### config.mk
export PLATFORM = sky130hd
export DESIGN_NAME = line_substring_matcher_unit_flat
export DESIGN_NICKNAME = d
export VERILOG_FILES = /design/src/lsm_pkg.sv /design/src/lsm_in_if.sv /design/src/lsm_out_if.sv /design/src/lsm_cfg_regs.sv /design/src/lsm_window.sv /design/src/line_substring_matcher_unit.sv /design/src/flat_wrapper.sv
export SDC_FILE = /design/constraint.sdc
export NUM_CORES = 2
export LEC_CHECK = 0
export ABC_CLOCK_PERIOD_IN_PS = 24100
export BUFFER_PORTS_ARGS = -buffer_cell sky130_fd_sc_hd__buf_2
export CORE_MARGIN = 2
export CORE_UTILIZATION = 44
export DETAILED_ROUTE_END_ITERATION = 8
export HOLD_SLACK_MARGIN = 0.15
export PLACE_DENSITY = 0.62
export SYNTH_ARGS = -nofsm -noshare
export SYNTH_HDL_FRONTEND = slang
export SYNTH_SLANG_ARGS = --single-unit
### constraint.sdc
create_clock -name clk -period 24.1 [get_ports clk]
set_input_delay 1.205 -clock clk [delete_from_list [all_inputs] [get_ports clk]]
set_output_delay 1.205 -clock clk [all_outputs]
set_load 0.05 [all_outputs]
### src/lsm_pkg.sv
// lsm_pkg: shared constants and types for the line substring matcher
// no dependencies; imported by the interfaces and all lsm modules
package lsm_pkg;

  localparam int BYTE_W     = 8;
  localparam int LEN_W      = 6;
  localparam int LINE_W     = 32;
  localparam int CFG_IDX_W  = 3;
  localparam int CFG_DATA_W = 64;
  localparam int PAT_REGS   = 4;
  localparam int PAT_BYTES  = PAT_REGS * CFG_DATA_W / BYTE_W;
  localparam int PAT_IDX_W  = $clog2(PAT_BYTES);

  localparam logic [BYTE_W-1:0] NEWLINE_BYTE = 8'd10;
  localparam logic [BYTE_W-1:0] ZERO_BYTE    = 8'd0;

  // configuration register indexes
  localparam logic [CFG_IDX_W-1:0] REG_PATTERN_LENGTH  = 3'd0;
  localparam logic [CFG_IDX_W-1:0] REG_PATTERN_BYTES_0 = 3'd1;
  localparam logic [CFG_IDX_W-1:0] REG_PATTERN_BYTES_1 = 3'd2;
  localparam logic [CFG_IDX_W-1:0] REG_PATTERN_BYTES_2 = 3'd3;
  localparam logic [CFG_IDX_W-1:0] REG_PATTERN_BYTES_3 = 3'd4;

  typedef logic [BYTE_W-1:0] byte_t;

  // window control from the line engine
  typedef struct packed {
    logic shift;
    logic clear;
  } win_ctl_t;

endpackage

### src/lsm_in_if.sv
// lsm_in_if: request channel carrying one text byte per request
// depends on lsm_pkg
interface lsm_in_if;
  import lsm_pkg::*;

  logic              valid;
  logic              ready;
  logic [BYTE_W-1:0] ch;
  logic              is_last;

  modport source (output valid, ch, is_last, input ready);
  modport sink   (input valid, ch, is_last, output ready);
endinterface

### src/lsm_out_if.sv
// lsm_out_if: result channel carrying one line verdict per request
// depends on lsm_pkg
interface lsm_out_if;
  import lsm_pkg::*;

  logic              valid;
  logic              ready;
  logic              matched;
  logic [LINE_W-1:0] line_index;

  modport source (output valid, matched, line_index, input ready);
  modport sink   (input valid, matched, line_index, output ready);
endinterface

### src/lsm_cfg_regs.sv
// lsm_cfg_regs: pattern configuration registers and the aligned compare image
// depends on lsm_pkg
module lsm_cfg_regs #(
  parameter int MAX_PATTERN = 32
) (
  input  logic                                           clk,
  input  logic                                           rst_n,
  input  logic                                           cfg_we,
  input  logic [lsm_pkg::CFG_IDX_W-1:0]                  cfg_index,
  input  logic [lsm_pkg::CFG_DATA_W-1:0]                 cfg_data,
  output logic [MAX_PATTERN-1:0][lsm_pkg::BYTE_W-1:0]    cmp_bytes,
  output logic [MAX_PATTERN-1:0]                         cmp_mask,
  output logic                                           cmp_en,
  output logic [lsm_pkg::LEN_W-1:0]                      cmp_len
);
  import lsm_pkg::*;

  logic [LEN_W-1:0]                        len_r;
  logic [PAT_REGS-1:0][CFG_DATA_W-1:0]     pat_r;
  logic [PAT_BYTES-1:0][BYTE_W-1:0]        pat_bytes;

  logic [MAX_PATTERN-1:0][BYTE_W-1:0]      cmp_bytes_r, cmp_bytes_nxt;
  logic [MAX_PATTERN-1:0]                  cmp_mask_r, cmp_mask_nxt;
  logic                                    cmp_en_r, cmp_en_nxt;
  logic [LEN_W-1:0]                        cmp_len_r;

  assign pat_bytes = pat_r;

  always_ff @(posedge clk) begin
    if (!rst_n) begin
      len_r <= '0;
      pat_r <= '0;
    end else if (cfg_we) begin
      case (cfg_index)
        REG_PATTERN_LENGTH:  len_r    <= cfg_data[LEN_W-1:0];
        REG_PATTERN_BYTES_0: pat_r[0] <= cfg_data;
        REG_PATTERN_BYTES_1: pat_r[1] <= cfg_data;
        REG_PATTERN_BYTES_2: pat_r[2] <= cfg_data;
        REG_PATTERN_BYTES_3: pat_r[3] <= cfg_data;
        default: ;
      endcase
    end
  end

  // window entry k (0 = newest) must equal pattern byte len-1-k
  always_comb begin
    logic [LEN_W-1:0] src;
    for (int k = 0; k < MAX_PATTERN; k++) begin
      src             = len_r - LEN_W'(k) - LEN_W'(1);
      cmp_mask_nxt[k] = LEN_W'(k) < len_r;
      cmp_bytes_nxt[k] = pat_bytes[src[PAT_IDX_W-1:0]];
    end
    cmp_en_nxt = (len_r != '0) && (len_r <= LEN_W'(MAX_PATTERN));
  end

  always_ff @(posedge clk) begin
    if (!rst_n) begin
      cmp_en_r <= 1'b0;
    end else begin
      cmp_en_r <= cmp_en_nxt;
    end
  end

  always_ff @(posedge clk) begin
    cmp_bytes_r <= cmp_bytes_nxt;
    cmp_mask_r  <= cmp_mask_nxt;
    cmp_len_r   <= len_r;
  end

  assign cmp_bytes = cmp_bytes_r;
  assign cmp_mask  = cmp_mask_r;
  assign cmp_en    = cmp_en_r;
  assign cmp_len   = cmp_len_r;

endmodule

### src/lsm_window.sv
// lsm_window: window of recent line bytes, in-line byte count and parallel compare
// depends on lsm_pkg
module lsm_window #(
  parameter int MAX_PATTERN = 32
) (
  input  logic                                        clk,
  input  logic                                        rst_n,
  input  lsm_pkg::win_ctl_t                           ctl,
  input  logic [lsm_pkg::BYTE_W-1:0]                  ch,
  input  logic [MAX_PATTERN-1:0][lsm_pkg::BYTE_W-1:0] cmp_bytes,
  input  logic [MAX_PATTERN-1:0]                      cmp_mask,
  input  logic                                        cmp_en,
  input  logic [lsm_pkg::LEN_W-1:0]                   cmp_len,
  output logic                                        hit
);
  import lsm_pkg::*;

  localparam int SEEN_W = $clog2(MAX_PATTERN + 1);

  logic [MAX_PATTERN-1:0][BYTE_W-1:0] window_r, window_nxt;
  logic [SEEN_W-1:0]                  seen_r, seen_nxt, seen_inc;
  logic [MAX_PATTERN-1:0]             byte_ok;

  // window as it stands once ch is shifted in
  always_comb begin
    window_nxt[0] = ch;
    for (int k = 1; k < MAX_PATTERN; k++) begin
      window_nxt[k] = window_r[k-1];
    end
  end

  assign seen_inc = (seen_r == SEEN_W'(MAX_PATTERN)) ? seen_r : seen_r + SEEN_W'(1);

  always_comb begin
    for (int k = 0; k < MAX_PATTERN; k++) begin
      byte_ok[k] = !cmp_mask[k] || (window_nxt[k] == cmp_bytes[k]);
    end
  end

  assign hit = cmp_en && (LEN_W'(seen_inc) >= cmp_len) && (&byte_ok);

  always_comb begin
    seen_nxt = seen_r;
    if (ctl.clear) begin
      seen_nxt = '0;
    end else if (ctl.shift) begin
      seen_nxt = seen_inc;
    end
  end

  always_ff @(posedge clk) begin
    if (!rst_n) begin
      seen_r <= '0;
    end else begin
      seen_r <= seen_nxt;
    end
  end

  always_ff @(posedge clk) begin
    if (ctl.shift) begin
      window_r <= window_nxt;
    end
  end

endmodule

### src/line_substring_matcher_unit.sv
// line_substring_matcher_unit: reports per text line whether the pattern occurs in it
// a line verdict is registered when its closing byte leaves the input register
// throughput: one byte per cycle; intake stalls only while a line-ending byte waits
//   behind a verdict that the result register still holds
// reset: synchronous active-low rst_n clears pattern, counters, flags and both channels
// depends on lsm_pkg, lsm_in_if, lsm_out_if, lsm_cfg_regs, lsm_window
module line_substring_matcher_unit #(
  parameter int MAX_PATTERN = 32
) (
  input  logic                            clk,
  input  logic                            rst_n,
  lsm_in_if.sink                          in_req,
  lsm_out_if.source                       out_res,
  input  logic                            cfg_we,
  input  logic [lsm_pkg::CFG_IDX_W-1:0]   cfg_index,
  input  logic [lsm_pkg::CFG_DATA_W-1:0]  cfg_data
);
  import lsm_pkg::*;

  logic [MAX_PATTERN-1:0][BYTE_W-1:0] cmp_bytes;
  logic [MAX_PATTERN-1:0]             cmp_mask;
  logic                               cmp_en;
  logic [LEN_W-1:0]                   cmp_len;
  logic                               hit;
  win_ctl_t                           win_ctl;

  logic              in_valid_r, in_valid_nxt;
  logic [BYTE_W-1:0] in_ch_r;
  logic              in_last_r;
  logic              found_r, found_nxt;
  logic              stopped_r, stopped_nxt;
  logic [LINE_W-1:0] line_r, line_nxt;
  logic              out_valid_r, out_valid_nxt;
  logic              out_matched_r;
  logic [LINE_W-1:0] out_line_r;

  logic ends, take, stop_set, advance, accept, found_cur;

  lsm_cfg_regs #(.MAX_PATTERN(MAX_PATTERN)) u_cfg (
    .clk       (clk),
    .rst_n     (rst_n),
    .cfg_we    (cfg_we),
    .cfg_index (cfg_index),
    .cfg_data  (cfg_data),
    .cmp_bytes (cmp_bytes),
    .cmp_mask  (cmp_mask),
    .cmp_en    (cmp_en),
    .cmp_len   (cmp_len)
  );

  lsm_window #(.MAX_PATTERN(MAX_PATTERN)) u_window (
    .clk       (clk),
    .rst_n     (rst_n),
    .ctl       (win_ctl),
    .ch        (in_ch_r),
    .cmp_bytes (cmp_bytes),
    .cmp_mask  (cmp_mask),
    .cmp_en    (cmp_en),
    .cmp_len   (cmp_len),
    .hit       (hit)
  );

  assign ends     = in_last_r || (in_ch_r == NEWLINE_BYTE);
  assign take     = (in_ch_r != NEWLINE_BYTE) && !stopped_r && (in_ch_r != ZERO_BYTE);
  assign stop_set = (in_ch_r != NEWLINE_BYTE) && !stopped_r && (in_ch_r == ZERO_BYTE);
  assign found_cur = found_r || (take && hit);

  // a line-ending byte needs the result register free or draining
  assign advance = in_valid_r && (!ends || !out_valid_r || out_res.ready);
  assign accept  = in_req.valid && in_req.ready;

  assign win_ctl.shift = advance && take;
  assign win_ctl.clear = advance && ends;

  always_comb begin
    in_valid_nxt  = in_valid_r;
    found_nxt     = found_r;
    stopped_nxt   = stopped_r;
    line_nxt      = line_r;
    out_valid_nxt = out_valid_r;
    if (out_res.ready) begin
      out_valid_nxt = 1'b0;
    end
    if (advance) begin
      in_valid_nxt = 1'b0;
      if (ends) begin
        found_nxt     = 1'b0;
        stopped_nxt   = 1'b0;
        line_nxt      = line_r + LINE_W'(1);
        out_valid_nxt = 1'b1;
      end else begin
        found_nxt   = found_cur;
        stopped_nxt = stopped_r || stop_set;
      end
    end
    if (accept) begin
      in_valid_nxt = 1'b1;
    end
  end

  always_ff @(posedge clk) begin
    if (!rst_n) begin
      in_valid_r  <= 1'b0;
      found_r     <= 1'b0;
      stopped_r   <= 1'b0;
      line_r      <= '0;
      out_valid_r <= 1'b0;
    end else begin
      in_valid_r  <= in_valid_nxt;
      found_r     <= found_nxt;
      stopped_r   <= stopped_nxt;
      line_r      <= line_nxt;
      out_valid_r <= out_valid_nxt;
    end
  end

  always_ff @(posedge clk) begin
    if (accept) begin
      in_ch_r   <= in_req.ch;
      in_last_r <= in_req.is_last;
    end
    if (advance && ends) begin
      out_matched_r <= found_cur;
      out_line_r    <= line_r;
    end
  end

  assign in_req.ready       = !in_valid_r || advance;
  assign out_res.valid      = out_valid_r;
  assign out_res.matched    = out_matched_r;
  assign out_res.line_index = out_line_r;

endmodule

### src/flat_wrapper.sv
// flat-port wrapper written by rule: the top's interface ports become plain ports
module line_substring_matcher_unit_flat import lsm_pkg::*;
#(
  parameter int MAX_PATTERN = 32
)
  (clk, rst_n, cfg_we, cfg_index, cfg_data, in_req_valid, in_req_ch, in_req_is_last, in_req_ready, out_res_valid, out_res_matched, out_res_line_index, out_res_ready);
  lsm_in_if in_req_i ();
  lsm_out_if out_res_i ();
  input  logic clk;
  input  logic rst_n;
  input  logic cfg_we;
  input  logic [lsm_pkg::CFG_IDX_W-1:0] cfg_index;
  input  logic [lsm_pkg::CFG_DATA_W-1:0] cfg_data;
  input wire logic [$bits(in_req_i.valid)-1:0] in_req_valid;
  input wire logic [$bits(in_req_i.ch)-1:0] in_req_ch;
  input wire logic [$bits(in_req_i.is_last)-1:0] in_req_is_last;
  output wire logic [$bits(in_req_i.ready)-1:0] in_req_ready;
  output wire logic [$bits(out_res_i.valid)-1:0] out_res_valid;
  output wire logic [$bits(out_res_i.matched)-1:0] out_res_matched;
  output wire logic [$bits(out_res_i.line_index)-1:0] out_res_line_index;
  input wire logic [$bits(out_res_i.ready)-1:0] out_res_ready;
  assign in_req_i.valid = in_req_valid;
  assign in_req_i.ch = in_req_ch;
  assign in_req_i.is_last = in_req_is_last;
  assign in_req_ready = in_req_i.ready;
  assign out_res_valid = out_res_i.valid;
  assign out_res_matched = out_res_i.matched;
  assign out_res_line_index = out_res_i.line_index;
  assign out_res_i.ready = out_res_ready;
  line_substring_matcher_unit #(.MAX_PATTERN(MAX_PATTERN)) u_core (.clk(clk), .rst_n(rst_n), .in_req(in_req_i), .out_res(out_res_i), .cfg_we(cfg_we), .cfg_index(cfg_index), .cfg_data(cfg_data));
endmodule
# Word-level counts from Yosys, hierarchy flattened
# Index checks and enable logic that the tools add are counted.
# op_classes
add_sub_neg	64
magnitude_cmp	66
eq_ne	39
muxes	72
bitwise	1
n_reduce_logical	98
# op_table
op	n
binary-select mux 8 bit (select 5 bit)	32
equality test 8 bit	32
two-way mux 8 bit	32
< comparator 5 x 6 -> 1 bit (second input constant)	32
subtractor 5 x 1 -> 5 bit (second input constant)	32
< comparator 5 x 6 -> 1 bit (first input constant)	16
subtractor 5 bit (second input constant)	16
< comparator 4 x 6 -> 1 bit (first input constant)	8
subtractor 5 x 4 -> 5 bit (second input constant)	8
logical OR 1 bit	38
logical NOT 1 bit	36
adder 32 x 1 -> 32 bit (second input constant)	1
AND reduction 32 bit	1
< comparator 3 x 6 -> 1 bit (first input constant)	4
subtractor 5 x 3 -> 5 bit (second input constant)	4
< comparator 1 x 6 -> 1 bit (first input constant)	2
< comparator 2 x 6 -> 1 bit (first input constant)	2
AND reduction 2 bit	6
logical AND 1 bit	11
subtractor 5 x 2 -> 5 bit (second input constant)	2
equality test 8 x 4 -> 1 bit (second input constant)	1
logical NOT 8 bit	1
inequality test 8 x 4 -> 1 bit (second input constant)	1
nonzero test 8 bit	1
14 further kinds	21
# totals
reg_bits	889
input_bits	81
output_inout_bits	35
elab_cells	421

# Logic depth before layout (Yosys ltp)
# logic_depth
ltp_word	9
ltp_mapped	14
ltp_nobuf	13

# By module
# From an unflattened synthesis, not the netlist that was laid out.
# hier_totals
cells_unflattened	4179
area_unflattened_um2	48632.9
# modules_own_cells
mod	instances	cells_per_inst	area_each_um2	seq_area_each_um2
lsm_cfg_regs	1	3256	34805.9	11130.7
lsm_window	1	672	10816.6	7567.3
line_substring_matcher_unit	1	251	3010.4	1981.9

# Least setup slack after synthesis
# Ideal clock, no wire load.
# synth_path
path_type	input -> register
from	input port out_res_ready
to	register u_core.u_window.seen_r[4]
t_arrival_ns	9.471
required_ns	24.034
setup_slack_ns	14.563
stages	7
path_buffers	1
cell_sequence	nand2b_1 -> o21ai_0 -> nor2b_1 -> clkbuf_1 -> nand4_1 -> xor2_1 -> nor2_1
# synth_lines
item	line_no	text
start: declaration	flat_wrapper.sv:21	input wire logic [$bits(out_res_i.ready)-1:0] out_res_ready;
end signal: assignment	lsm_window.sv:55	seen_r <= seen_nxt;
end: declaration	lsm_window.sv:21	logic [SEEN_W-1:0] seen_r, seen_nxt, seen_inc;

==> run summary <==
status: finished, final reports clean
post-CTS setup buffer count: 0
crit path kind: reg2reg
Post-Route WL: 159 mm
met2 GRT Util: 42.5%
Final Slew Violations: 0
Initial Util: 44.4%
distinct cell type count after synthesis: 60
I/O pin cnt: 116
Reg clk slew, reported paths: 0.07 ns
Iter 0 DRT Violations: 4516
global-route wire length before repair: 226 mm
gr ovfl total: 0
Clock Sink Count: 888
Seq cells post-synth: 888
crit path capture type: flop
Seq/Total Area, Yosys: 44.3%
crit-path max FO: 66
Synth top area share: 25.6%
Layout area overhead: 11.3%
RSZ-0062 raised after global routing: no
LEAKAGE: 18.0 nW
global routing usage on met1: 42.3%
Worst setup SP type: flop
Die X: 330 um
Nets: 3979
crit share post-route: 22.0%
layout cells sized above 1: 24.6%
Finished Layout Cells: 5354
Synthesized Nets: 3974
vias in the first global route: 30200
final worst path period need: 5.29 ns
DRT antenna net count: 0
vias per inst: 6.20
post_cts resized: 0
ys flop type: dfxtp_1
synth top area cells: dfxtp_1, mux4_2, edfxtp_1
Async S/R FF share, synth: 0%
first-pass iteration count of the detailed router: 5
clk root buf: clkbuf_16
Most Frequent Cell on Critical Path: buf_4
worst endpoint required time: 24.66 ns
Min Hold Slack: 0.444 ns
Max Freq: 189 MHz
final hold vios: 0
Post-Syn Area: 46700 um2
cell taking the most area after synthesis: dfxtp_1
die area: 109000 um2
Hold WC Path Type: reg2reg
met3 Use GR: 5.96%
H-Tree Level Count: 3
initial antenna violation count: 23
Util after Layout: 49.4%
MaxCap Viol Count: 0
Sum Neg Setup Slack: 0 ns
port bufs: 115
largest net degree at the start of global routing: 149
Final GP Congestion: 0.970
Final Skew: 0.0324 ns
DR DRC count: 0
drt wl/cell: 29.8 um
placed instance count: 5171
cts hold-fix bufs: 0
Worst-Margin Slew: 1.16 ns
Slew headroom: 22.9%
Num CTS Buffers: 93
Die H: 330 um
maximum VDD drop: 0.0583 mV
Power Density: 67.6 nW/um2
Tot Pwr: 3.51 mW
crit-path max cell delay: 0.80 ns
row count: 119
CTS tree: yes
Critical Path AT: 5.85 ns
clk buf depth: 3
core region area: 105000 um2
Crit-path slowest cell: buf_4
Worst-Skew Late Latency: 0.68 ns
Final setup viols: 0
warnings from Yosys: 0
Avg Cell Area, Syn: 12.1 um2
via count: 33200
grt peak-use layer: met2
EDFF count, synth: 290
critical path cell sequence: inv_1, ha_4, buf_4, buf_4, nand3_1, xor2_2, buf_4, mux4_2, nand2_1, a32oi_1, mux2_2
total global-route track usage: 29.2%
detailed placement HPWL: 120 mm
Syn Inst Count: 3870
-- layout make-up --
type | count | area [um2]
repair buffers | 172 | 1020
inverters | 24 | 91.3
well taps | 1391 | 1740
clock inverters | 50 | 686
fillers | 9159 | 53300
clock buffers | 125 | 2670
multi-input cells | 2696 | 25000
flip-flops and latches | 888 | 20700
diodes | 8 | 20.0
-- kinds of logic after synthesis --
kind of cell	synth area share (%)
adder cells (fa/ha/maj)	0.616
buffers and inverters	2.71
AND/OR/NAND/NOR	9.73
XOR/XNOR	6.18
AO/OA/AOI/OAI	6.67
flip-flops	44.3
multiplexers	29.8
-- layer usage --
layer / up-vias / part of all wire (%)
met5: - / 0.0075
met4: 2 / 4.6
li1: 14300 / -
met1: 16700 / 41
met3: 276 / 11
met2: 1947 / 43
-- path summary, 6_finish.rpt --
kind | slack, ns | start | cells after the start | endpoint
worst max register to register | 18.81 | u_core.u_cfg.len_r[0] | 11 | u_core.u_cfg.cmp_bytes[14]
worst min register to register | 0.44 | u_core.u_window.window_nxt[43] | 0 | u_core.u_window.window_nxt[51]
worst max-delay path | 18.81 | u_core.u_cfg.len_r[0] | 11 | u_core.u_cfg.cmp_bytes[14]
worst min-delay path | 0.44 | u_core.u_window.window_nxt[43] | 0 | u_core.u_window.window_nxt[51]
-- through the flow --
stage	setup WS (ns)	cell area (um2)
2_1_floorplan	14.56	46700
3_3_place_gp	18.80	48600
3_5_place_dp	18.73	48600
4_1_cts	18.72	51900
5_1_grt	18.34	52000
6_report	18.81	52000
-- registers in the layout, indices dropped and copies added (netlist names), 8 cells and up --
name,count
u_core.u_cfg.cmp_bytes,256
u_core.u_cfg.pat_bytes,256
u_core.u_window.window_nxt,248
u_core.line_r,32
u_core.out_res.line_index,32
u_core.u_cfg.cmp_mask,31
u_core.in_ch_r,8
-- synth_stat cells (2+ instances only) --
library cell / number
and3_1: 13
buf_4: 15
a31oi_1: 2
and2_1: 27
a21boi_1: 4
a21oi_1: 24
nor2_1: 24
ha_1: 23
nor2b_1: 18
o21ai_0: 159
nor4_4: 2
xnor2_1: 301
a21boi_0: 259
nor4_1: 3
xor2_1: 16
nand3_1: 20
mux2_2: 147
buf_2: 71
inv_1: 20
o211ai_1: 2
nand4_1: 77
a21o_1: 3
nand2_1: 872
or3_1: 6
and4_1: 6
edfxtp_1: 290
inv_2: 2
dfxtp_1: 598
buf_6: 6
clkbuf_1: 141
buf_1: 29
mux4_1: 10
mux2i_1: 198
clkinv_1: 2
o221ai_1: 2
or2_2: 3
mux4_2: 445
nand2b_1: 4
a211oi_1: 5
-- critical path, delay by kind of cell (launching register included) --
family | cells | cell delay [ns]
AND/OR/NAND/NOR | 2 | 0.31
XOR/XNOR | 1 | 0.18
AO/OA/AOI/OAI | 1 | 0.06
multiplexers | 2 | 0.69
adder cells (fa/ha/maj) | 1 | 0.69
buffers and inverters | 4 | 2.36
flip-flops | 1 | 0.77
-- cell usage in the layout, fill, tap and decap left out, types with 14 or more instances in the layout --
cell and instances:
a21boi_0 259, a21oi_1 24, and2_1 27, buf_2 114, buf_4 56, bufinv_16 14
clkbuf_1 14, clkbuf_16 97, clkbuf_8 14, clkinv_2 19, dfxtp_1 593, edfxtp_1 290
ha_1 21, inv_1 20, mux2_2 147, mux2i_1 198, mux4_2 445, nand2_1 872
nand3_1 18, nand4_1 77, nor2_1 21, nor2b_1 17, o21ai_0 159, xnor2_1 282
xnor2_2 14, xor2_1 14
-- report_power, final --
group          internal (mW)  switching [mW]
combinational          0.119           0.179
sequential              1.60          0.0526
clock                  0.935           0.632
Power figures use the tool's default switching activity.
